**config.mk**
```make
export PLATFORM = sky130hd
export DESIGN_NAME = process_table_fifo
export DESIGN_NICKNAME = d
export VERILOG_FILES = /design/src/rtl/ptf_pkg.sv /design/src/rtl/ptf_ram.sv /design/src/rtl/ptf_ctrl.sv /design/src/rtl/ptf_datapath.sv /design/src/rtl/process_table_fifo.sv
export SDC_FILE = /design/constraint.sdc
export NUM_CORES = 2
export LEC_CHECK = 0
export ABC_AREA = 1
export BUFFER_PORTS_ARGS = -buffer_cell sky130_fd_sc_hd__buf_4
export CAP_MARGIN = 20
export CORE_AREA = 8 8 450 452
export CTS_BUF_LIST = sky130_fd_sc_hd__clkbuf_2
export DETAILED_ROUTE_END_ITERATION = 10
export DIE_AREA = 0 0 458 460
export PLACE_DENSITY_LB_ADDON = 0.15
export SLEW_MARGIN = 20
export SYNTH_ARGS = -nofsm -noshare
export SYNTH_HDL_FRONTEND = slang
export SYNTH_HIERARCHICAL = 1
export SYNTH_SLANG_ARGS = --single-unit
```
**constraint.sdc**
```tcl
create_clock -name clk -period 14.9 [get_ports clk]
set_input_delay 2.98 -clock clk [delete_from_list [all_inputs] [get_ports clk]]
set_output_delay 2.98 -clock clk [all_outputs]
set_load 0.005 [all_outputs]
```
**src/rtl/ptf_pkg.sv**
```systemverilog
// ----------------------------------------------------------------------------
// ptf_pkg
// Types and codes shared by the process table queue modules.
// ----------------------------------------------------------------------------
package ptf_pkg;

  localparam int ACT_W  = 3;
  localparam int PID_W  = 16;
  localparam int NAME_W = 64;
  localparam int STS_W  = 2;
  localparam int RUN_W  = 2;

  localparam logic [ACT_W-1:0] ACT_ADD       = 3'd0;
  localparam logic [ACT_W-1:0] ACT_DEQUEUE   = 3'd1;
  localparam logic [ACT_W-1:0] ACT_SUSPEND   = 3'd2;
  localparam logic [ACT_W-1:0] ACT_TERMINATE = 3'd3;
  localparam logic [ACT_W-1:0] ACT_FORK      = 3'd4;
  localparam logic [ACT_W-1:0] ACT_EXEC      = 3'd5;

  localparam logic [STS_W-1:0] STS_DONE     = 2'd0;
  localparam logic [STS_W-1:0] STS_FULL     = 2'd1;
  localparam logic [STS_W-1:0] STS_EMPTY    = 2'd2;
  localparam logic [STS_W-1:0] STS_NOTFOUND = 2'd3;

  localparam logic [RUN_W-1:0] RUN_RUNNING    = 2'd0;
  localparam logic [RUN_W-1:0] RUN_SUSPENDED  = 2'd1;
  localparam logic [RUN_W-1:0] RUN_TERMINATED = 2'd2;

  typedef struct packed {
    logic [ACT_W-1:0]  action;
    logic [PID_W-1:0]  pid;
    logic [PID_W-1:0]  ppid;
    logic [NAME_W-1:0] name_tag;
  } in_item_t;

  typedef struct packed {
    logic [STS_W-1:0]  status;
    logic [PID_W-1:0]  out_pid;
    logic [NAME_W-1:0] out_name;
    logic [RUN_W-1:0]  out_state;
  } out_item_t;

  typedef struct packed {
    logic             load;
    logic             push;
    logic             pop;
    logic             rd_head;
    logic             srch_start;
    logic             srch_step;
    logic             wr_state;
    logic [RUN_W-1:0] state_val;
    logic             wr_name;
    logic             res_load;
    logic [STS_W-1:0] res_status;
  } ctl_cmd_t;

  typedef struct packed {
    logic [ACT_W-1:0] action;
    logic             empty;
    logic             full;
    logic             hit;
    logic             miss;
    logic             out_free;
  } dp_stat_t;

endpackage

```
**src/rtl/ptf_ram.sv**
```systemverilog
// ----------------------------------------------------------------------------
// ptf_ram
// Simple dual-port RAM: one write port, one read port with registered data.
// ----------------------------------------------------------------------------
module ptf_ram #(
  parameter int WIDTH = 16,
  parameter int DEPTH = 16
) (
  input  logic                     clk,
  input  logic                     wr_en,
  input  logic [$clog2(DEPTH)-1:0] wr_addr,
  input  logic [WIDTH-1:0]         wr_data,
  input  logic                     rd_en,
  input  logic [$clog2(DEPTH)-1:0] rd_addr,
  output logic [WIDTH-1:0]         rd_data
);

  logic [WIDTH-1:0] mem [DEPTH];
  logic [WIDTH-1:0] rd_data_r;

  always_ff @(posedge clk) begin
    if (wr_en) begin
      mem[wr_addr] <= wr_data;
    end
    if (rd_en) begin
      rd_data_r <= mem[rd_addr];
    end
  end

  assign rd_data = rd_data_r;

endmodule

```
**src/rtl/ptf_ctrl.sv**
```systemverilog
// ----------------------------------------------------------------------------
// ptf_ctrl
// Sequencer for the process table: decodes each beat and steps the datapath.
// ----------------------------------------------------------------------------
module ptf_ctrl (
  input  logic              clk,
  input  logic              rst_n,
  input  logic              in_valid,
  output logic              in_stall,
  input  ptf_pkg::dp_stat_t stat,
  output ptf_pkg::ctl_cmd_t cmd
);

  localparam logic [2:0] S_IDLE   = 3'd0;
  localparam logic [2:0] S_DECODE = 3'd1;
  localparam logic [2:0] S_POP    = 3'd2;
  localparam logic [2:0] S_SEARCH = 3'd3;
  localparam logic [2:0] S_RESULT = 3'd4;

  logic [2:0]                state_r, state_nxt;
  logic [ptf_pkg::STS_W-1:0] sts_r, sts_nxt;

  always_ff @(posedge clk) begin
    if (!rst_n) begin
      state_r <= S_IDLE;
      sts_r   <= ptf_pkg::STS_DONE;
    end else begin
      state_r <= state_nxt;
      sts_r   <= sts_nxt;
    end
  end

  assign in_stall = (state_r != S_IDLE);

  always_comb begin
    state_nxt = state_r;
    sts_nxt   = sts_r;
    cmd       = '0;
    case (state_r)
      S_IDLE: begin
        if (in_valid) begin
          cmd.load  = 1'b1;
          state_nxt = S_DECODE;
        end
      end
      S_DECODE: begin
        state_nxt = S_RESULT;
        sts_nxt   = ptf_pkg::STS_DONE;
        case (stat.action)
          ptf_pkg::ACT_ADD: begin
            if (stat.full) begin
              sts_nxt = ptf_pkg::STS_FULL;
            end else begin
              cmd.push = 1'b1;
            end
          end
          ptf_pkg::ACT_DEQUEUE: begin
            if (stat.empty) begin
              sts_nxt = ptf_pkg::STS_EMPTY;
            end else begin
              cmd.rd_head = 1'b1;
              state_nxt   = S_POP;
            end
          end
          ptf_pkg::ACT_SUSPEND, ptf_pkg::ACT_TERMINATE, ptf_pkg::ACT_EXEC: begin
            if (stat.empty) begin
              sts_nxt = ptf_pkg::STS_EMPTY;
            end else begin
              cmd.srch_start = 1'b1;
              state_nxt      = S_SEARCH;
            end
          end
          ptf_pkg::ACT_FORK: begin
            if (stat.empty) begin
              sts_nxt = ptf_pkg::STS_EMPTY;
            end else if (stat.full) begin
              sts_nxt = ptf_pkg::STS_FULL;
            end else begin
              cmd.srch_start = 1'b1;
              state_nxt      = S_SEARCH;
            end
          end
          default: begin
            sts_nxt = ptf_pkg::STS_DONE;
          end
        endcase
      end
      S_POP: begin
        cmd.pop   = 1'b1;
        sts_nxt   = ptf_pkg::STS_DONE;
        state_nxt = S_RESULT;
      end
      S_SEARCH: begin
        cmd.srch_step = 1'b1;
        if (stat.hit) begin
          sts_nxt   = ptf_pkg::STS_DONE;
          state_nxt = S_RESULT;
          case (stat.action)
            ptf_pkg::ACT_SUSPEND: begin
              cmd.wr_state  = 1'b1;
              cmd.state_val = ptf_pkg::RUN_SUSPENDED;
            end
            ptf_pkg::ACT_TERMINATE: begin
              cmd.wr_state  = 1'b1;
              cmd.state_val = ptf_pkg::RUN_TERMINATED;
            end
            ptf_pkg::ACT_EXEC: begin
              cmd.wr_name = 1'b1;
            end
            ptf_pkg::ACT_FORK: begin
              cmd.push = 1'b1;
            end
            default: begin
              cmd.wr_state = 1'b0;
            end
          endcase
        end else if (stat.miss) begin
          sts_nxt   = ptf_pkg::STS_NOTFOUND;
          state_nxt = S_RESULT;
        end
      end
      S_RESULT: begin
        if (stat.out_free) begin
          cmd.res_load   = 1'b1;
          cmd.res_status = sts_r;
          state_nxt      = S_IDLE;
        end
      end
      default: begin
        state_nxt = S_IDLE;
      end
    endcase
  end

endmodule

```
**src/rtl/ptf_datapath.sv**
```systemverilog
// ----------------------------------------------------------------------------
// ptf_datapath
// Entry RAMs, queue pointers, pid search walker and result register.
// ----------------------------------------------------------------------------
module ptf_datapath #(
  parameter int DEPTH = 16
) (
  input  logic               clk,
  input  logic               rst_n,
  input  ptf_pkg::in_item_t  in_data,
  input  logic               out_stall,
  output logic               out_valid,
  output ptf_pkg::out_item_t out_data,
  input  ptf_pkg::ctl_cmd_t  cmd,
  output ptf_pkg::dp_stat_t  stat
);

  localparam int IDX_W = $clog2(DEPTH);
  localparam int CNT_W = $clog2(DEPTH + 1);

  ptf_pkg::in_item_t  item_r;
  ptf_pkg::out_item_t out_data_r, out_data_nxt;
  logic               out_valid_r;

  logic [IDX_W-1:0] head_r, tail_r, srch_idx_r, cmp_idx_r;
  logic [CNT_W-1:0] count_r, srch_cnt_r;
  logic             cmp_valid_r;

  logic [ptf_pkg::PID_W-1:0]  key;
  logic                       issue;
  logic                       rd_en;
  logic [IDX_W-1:0]           rd_addr;
  logic [ptf_pkg::PID_W-1:0]  rd_pid;
  logic [ptf_pkg::NAME_W-1:0] rd_name;
  logic [ptf_pkg::RUN_W-1:0]  rd_state;
  logic [IDX_W-1:0]           name_wr_addr, state_wr_addr;
  logic [ptf_pkg::NAME_W-1:0] name_wr_data;
  logic [ptf_pkg::RUN_W-1:0]  state_wr_data;

  function automatic logic [IDX_W-1:0] wrap_next(input logic [IDX_W-1:0] i);
    wrap_next = (i == IDX_W'(DEPTH - 1)) ? '0 : i + 1'b1;
  endfunction

  assign key     = (item_r.action == ptf_pkg::ACT_FORK) ? item_r.ppid : item_r.pid;
  assign issue   = cmd.srch_step && (srch_cnt_r != count_r);
  assign rd_en   = cmd.rd_head || issue;
  assign rd_addr = cmd.rd_head ? head_r : srch_idx_r;

  assign name_wr_addr  = cmd.push ? tail_r : cmp_idx_r;
  assign name_wr_data  = item_r.name_tag;
  assign state_wr_addr = cmd.push ? tail_r : cmp_idx_r;
  assign state_wr_data = cmd.push ? ptf_pkg::RUN_RUNNING : cmd.state_val;

  ptf_ram #(.WIDTH(ptf_pkg::PID_W), .DEPTH(DEPTH)) u_pid_ram (
    .clk     (clk),
    .wr_en   (cmd.push),
    .wr_addr (tail_r),
    .wr_data (item_r.pid),
    .rd_en   (rd_en),
    .rd_addr (rd_addr),
    .rd_data (rd_pid)
  );

  ptf_ram #(.WIDTH(ptf_pkg::NAME_W), .DEPTH(DEPTH)) u_name_ram (
    .clk     (clk),
    .wr_en   (cmd.push || cmd.wr_name),
    .wr_addr (name_wr_addr),
    .wr_data (name_wr_data),
    .rd_en   (rd_en),
    .rd_addr (rd_addr),
    .rd_data (rd_name)
  );

  ptf_ram #(.WIDTH(ptf_pkg::RUN_W), .DEPTH(DEPTH)) u_state_ram (
    .clk     (clk),
    .wr_en   (cmd.push || cmd.wr_state),
    .wr_addr (state_wr_addr),
    .wr_data (state_wr_data),
    .rd_en   (rd_en),
    .rd_addr (rd_addr),
    .rd_data (rd_state)
  );

  always_ff @(posedge clk) begin
    if (cmd.load) begin
      item_r <= in_data;
    end
  end

  always_ff @(posedge clk) begin
    if (!rst_n) begin
      head_r  <= '0;
      tail_r  <= '0;
      count_r <= '0;
    end else if (cmd.push) begin
      tail_r  <= wrap_next(tail_r);
      count_r <= count_r + 1'b1;
    end else if (cmd.pop) begin
      head_r  <= wrap_next(head_r);
      count_r <= count_r - 1'b1;
    end
  end

  always_ff @(posedge clk) begin
    if (!rst_n) begin
      cmp_valid_r <= 1'b0;
    end else begin
      cmp_valid_r <= issue;
    end
  end

  always_ff @(posedge clk) begin
    if (cmd.srch_start) begin
      srch_idx_r <= head_r;
      srch_cnt_r <= '0;
    end else if (issue) begin
      srch_idx_r <= wrap_next(srch_idx_r);
      srch_cnt_r <= srch_cnt_r + 1'b1;
    end
    if (issue) begin
      cmp_idx_r <= srch_idx_r;
    end
  end

  always_ff @(posedge clk) begin
    if (!rst_n) begin
      out_valid_r <= 1'b0;
    end else if (cmd.res_load) begin
      out_valid_r <= 1'b1;
    end else if (!out_stall) begin
      out_valid_r <= 1'b0;
    end
  end

  always_comb begin
    out_data_nxt        = '0;
    out_data_nxt.status = cmd.res_status;
    if (cmd.res_status == ptf_pkg::STS_DONE) begin
      if (item_r.action == ptf_pkg::ACT_DEQUEUE) begin
        out_data_nxt.out_pid   = rd_pid;
        out_data_nxt.out_name  = rd_name;
        out_data_nxt.out_state = rd_state;
      end else if (item_r.action == ptf_pkg::ACT_FORK) begin
        out_data_nxt.out_pid = item_r.pid;
      end
    end
  end

  always_ff @(posedge clk) begin
    if (cmd.res_load) begin
      out_data_r <= out_data_nxt;
    end
  end

  assign out_valid = out_valid_r;
  assign out_data  = out_data_r;

  assign stat.action   = item_r.action;
  assign stat.empty    = (count_r == '0);
  assign stat.full     = (count_r == CNT_W'(DEPTH));
  assign stat.hit      = cmp_valid_r && (rd_pid == key);
  assign stat.miss     = !cmp_valid_r && (srch_cnt_r == count_r);
  assign stat.out_free = !out_valid_r || !out_stall;

endmodule

```
**src/rtl/process_table_fifo.sv**
```systemverilog
// ----------------------------------------------------------------------------
// process_table_fifo
// Circular process queue with pid search, one result beat per input beat.
// ----------------------------------------------------------------------------
// One item is handled at a time. Add, error cases and unused actions pass
// through the decode and result states, dequeue through decode, pop and
// result, and suspend, terminate, exec and fork through decode, search and
// result, the search stopping when the key pid (the ppid for fork) is found
// or once every occupied entry has been walked: the pid search reads one
// entry per cycle from head to tail through the single read port of the pid
// RAM. A result waits in the result state while the previous one is held in
// the output register. Entry RAMs are not cleared; only occupied entries are read.
module process_table_fifo #(
  parameter int DEPTH = 16
) (
  input  logic               clk,
  input  logic               rst_n,
  input  logic               in_valid,
  output logic               in_stall,
  input  ptf_pkg::in_item_t  in_data,
  output logic               out_valid,
  input  logic               out_stall,
  output ptf_pkg::out_item_t out_data
);

  ptf_pkg::ctl_cmd_t ctl_cmd;
  ptf_pkg::dp_stat_t dp_stat;

  ptf_ctrl u_ctrl (
    .clk      (clk),
    .rst_n    (rst_n),
    .in_valid (in_valid),
    .in_stall (in_stall),
    .stat     (dp_stat),
    .cmd      (ctl_cmd)
  );

  ptf_datapath #(.DEPTH(DEPTH)) u_datapath (
    .clk       (clk),
    .rst_n     (rst_n),
    .in_data   (in_data),
    .out_stall (out_stall),
    .out_valid (out_valid),
    .out_data  (out_data),
    .cmd       (ctl_cmd),
    .stat      (dp_stat)
  );

`ifndef ASSERT_OFF
  a_busy_after_accept: assert property (@(posedge clk) disable iff (!rst_n)
    (in_valid && !in_stall) |=> in_stall)
    else $error("input accepted while an item is in progress");

  a_no_result_overwrite: assert property (@(posedge clk) disable iff (!rst_n)
    ctl_cmd.res_load |-> (!out_valid || !out_stall))
    else $error("result register loaded while a held beat waits");

  a_no_push_when_full: assert property (@(posedge clk) disable iff (!rst_n)
    dp_stat.full |-> !ctl_cmd.push)
    else $error("push into a full queue");

  a_result_from_load: assert property (@(posedge clk) disable iff (!rst_n)
    $rose(out_valid) |-> $past(ctl_cmd.res_load))
    else $error("result beat without a result load");
`endif

endmodule
```
==> metrics.yaml <==
clock_tree:
  post_cts_buffers: 0
  insertion_delay_ns: 1.79
  numCtsBuffers: 439
  cts_tree: "built"
  cts_hold_buf: 0
  clock-sinks: 1610
  htree_levels: 5
  clockBufferDepth: 4
  clk_pin_slew_worst_paths_ns: 0.10
  root_buffer: "clkbuf_2"
  cts.repair.resized: 0
timing:
  maxSlewViolCount: 0
  worstMarginPinSlew_ns: 1.19
  fin_crit_ns: 7.31
  slew_headroom_pct: 20.8
  setup_tns_ns: 0
  rsz0062_at_grt: "no"
  fin_worst_skew_ns: 0.204
  hold_viol: 0
  post-route-period-util_pct: 49.1
  fmax_mhz: 137
  setup_viol: 0
layout:
  finalNonFillerCells: 9506
  nFillCells: 19400
  fin_nets: 6747
  drive_above_1_share_pct: 14.7
  syn_to_final_growth_pct: 10.9
synthesis:
  synth_seq_area_share_pct: 70.9
  synth_seq_cells: 1610
  syn-instance-count: 6224
  synthesis.area_um2: 67900
  synth.distinct_cells: 40
  avgSynthCellArea_um2: 10.9
  syn-num-nets: 6335
  ys_warn_count: 6
critical_path:
  cp.required_ns: 16.24
  start_kind: "flop"
  crit_fanout: 24
  arrival_ns: 8.65
  rr_startpoint: "u_datapath/stat[5]"
  path_class: "flop to flop"
  reg2reg_depth: 17
  critPathCaptureType: "flop"
  crit_start: "u_datapath/stat[5]"
global_routing:
  grt_overflow: 0
  gr-usage-all-layers_pct: 17.7
  grt_pass1_vias: 44000
  antenna_found_initial: 7
  grt_max_degree: 150
  grt_pass1_wl_mm: 284
place:
  numPortBuffers: 188
  place_congestion: 0.787
  placedCellCount: 8751
  dp_hpwl_mm: 102
floorplanning:
  rows: 163
  die_height_um: 460
  io_pins: 189
  dieWidth_um: 458
  initial_core_util_pct: 34.7
  coreArea_um2: 196000
  dieArea_um2: 211000
drt:
  routedWlPerCell_um: 20.1
  drc_errors: 0
  routed_wl_mm: 191
  drt-pass1-iter-count: 7
  met3_length_mm: 8.95
  highest_layer: "met5"
  vias: 44100
  drt.antenna.violating_nets: 0
  wl_met1_mm: 85.6
  drt_iter0_drc: 2585
  wl_met2_mm: 93.1
  viasPerCell: 4.64
run_status:
  outcome: "finished clean"
min_path:
  hp-class: "flop to flop"
  holdPathStages: 2
  min-delay-start: "u_datapath/u_name_ram/rd_data[27]"
job:
  drv_cap: 0
power:
  p_leak_nw: 32.1
  ir_worst_vdd_mv: 0.0548
  p_per_area_nw_per_um2: 119
-- registers in the layout, summed over array words and instances (netlist names), 3 cells and up --
register	flops
u_ctrl/state_r	3
u_datapath/cmp_idx_r	4
u_datapath/count_r	5
u_datapath/head_r	4
u_datapath/item_r	32
u_datapath/name_wr_data	64
u_datapath/out_data	84
u_datapath/srch_cnt_r	5
u_datapath/srch_idx_r	4
u_datapath/stat	3
u_datapath/tail_r	4
u_datapath/u_name_ram/mem	1024
u_datapath/u_name_ram/rd_data	64
u_datapath/u_pid_ram/mem	256
u_datapath/u_pid_ram/rd_data	16
u_datapath/u_state_ram/mem	32
-- power by group --
group	total, mW	internal [mW]	switching (mW)
combinational	0.581	0.171	0.410
sequential	5.33	5.17	0.168
clock	3.02	1.20	1.82
-- metal layers --
metal / track usage [%] / vias to the layer above
li1: - / 21300
met3: 3.46 / 262
met1: 23.2 / 21500
met4: 4.77 / 2
met5: 0 / -
met2: 30.1 / 1104
-- placed cells by master (no fill, tap or decap), types with 2 or more instances in the layout --
master	n
nor2_1	125
inv_1	1137
clkinv_1	60
nor2_4	32
buf_4	252
inv_2	11
o21ai_2	2
o21ai_4	3
xnor2_1	6
buf_12	2
o21ai_1	3
o211ai_1	2
nand3_1	1043
dfxtp_1	25
ha_1	7
xor2_1	5
diode_2	12
o22ai_1	13
inv_4	2
nand2_1	1841
clkinvlp_4	2
edfxtp_1	1585
nand3b_1	9
nand2_2	9
nand2_4	5
nor2_2	6
or2_2	2
o21ai_0	23
nand4_1	3
nor4_1	2
a21oi_1	18
bufinv_16	2
clkbuf_2	663
nor3_1	10
clkinv_2	13
-- area by class of cell --
class | count | area, µm² | area share (%)
sequential | 1610 | 48100 | 63.9
multi-input combinational | 3177 | 13900 | 18.5
inverter | 1152 | 4360 | 5.79
clock buffer | 663 | 3320 | 4.41
tap | 2557 | 3200 | 4.25
timing repair buffer | 256 | 1970 | 2.62
clock inverter | 79 | 375 | 0.499
antenna | 12 | 30.0 | 0.0399
-- per-stage QoR --
step	instance area (µm²)	hold slack, ns	total power, mW	util [%]	worst slack, ns
2_1_floorplan	67900	0.467	5.72	-	7.22
3_5_place_dp	71500	0.500	6.04	36.5	7.63
3_3_place_gp	71500	0.488	6.04	36.5	7.76
6_report	75300	0.397	8.94	38.5	7.59
4_1_cts	75200	0.393	9.12	38.4	7.57
5_1_grt	75300	0.455	9.40	38.4	6.91
-- cell usage after synthesis, drive strengths merged --
master  instances  area (µm²)
nand2        1855        7010
edfxtp       1585       47600
inv          1152        4330
nand3        1045        5240
buf           245        1660
nor2          163         632
clkbuf         40         150
o21ai          31         163
dfxtp          25         500
a21oi          19        98.9
o22ai          13        81.3
nor3           11        60.1
nand3b          9        67.6
ha              7        87.6
xnor2           6        52.6
xor2            5        43.8
nand4           4        31.3
nor4            2        12.5
o211ai          2        15.0
or2             2        12.5
a31oi           1        6.26
fa              1        20.0
nor3b           1        7.51
-- logic make-up (layout without fill, tap and decap cells) --
kind of cell / Yosys count / count (layout) / share of synthesized area (%)
other cells: 0 / 12 / 0
simple gates: 3092 / 3092 / 19.3
flops: 1610 / 1610 / 70.9
compound gates: 66 / 66 / 0.536
buf+inv: 1437 / 2150 / 9.05
xor+xnor: 11 / 11 / 0.142
fa+ha+maj: 8 / 8 / 0.159
-- worst max-delay path, stage by stage, from the launching register on --
cell	delay (ns)
edfxtp_1	0.55
nor2_4	0.41
nand2_4	0.30
inv_2	0.27
nand2_1	0.09
nand3_1	0.07
nand2_1	0.05
nor2_1	0.10
nand3_1	0.13
nor2_1	0.28
nand2_1	0.19
o21ai_1	0.77
inv_1	0.53
o21ai_0	0.77
nand3_1	0.50
nor2_4	0.84
buf_4	0.56
buf_4	0.48
-- path summary, 6_finish.rpt --
check | endpoint | slack, ns
hold / removal | u_datapath/out_data[29] | 0.40
hold reg to reg | u_datapath/out_data[29] | 0.40
setup / recovery | u_datapath/u_name_ram/mem[15][4] | 7.59
setup reg to reg | u_datapath/u_name_ram/mem[15][4] | 7.59
Power figures use the tool's default switching activity.
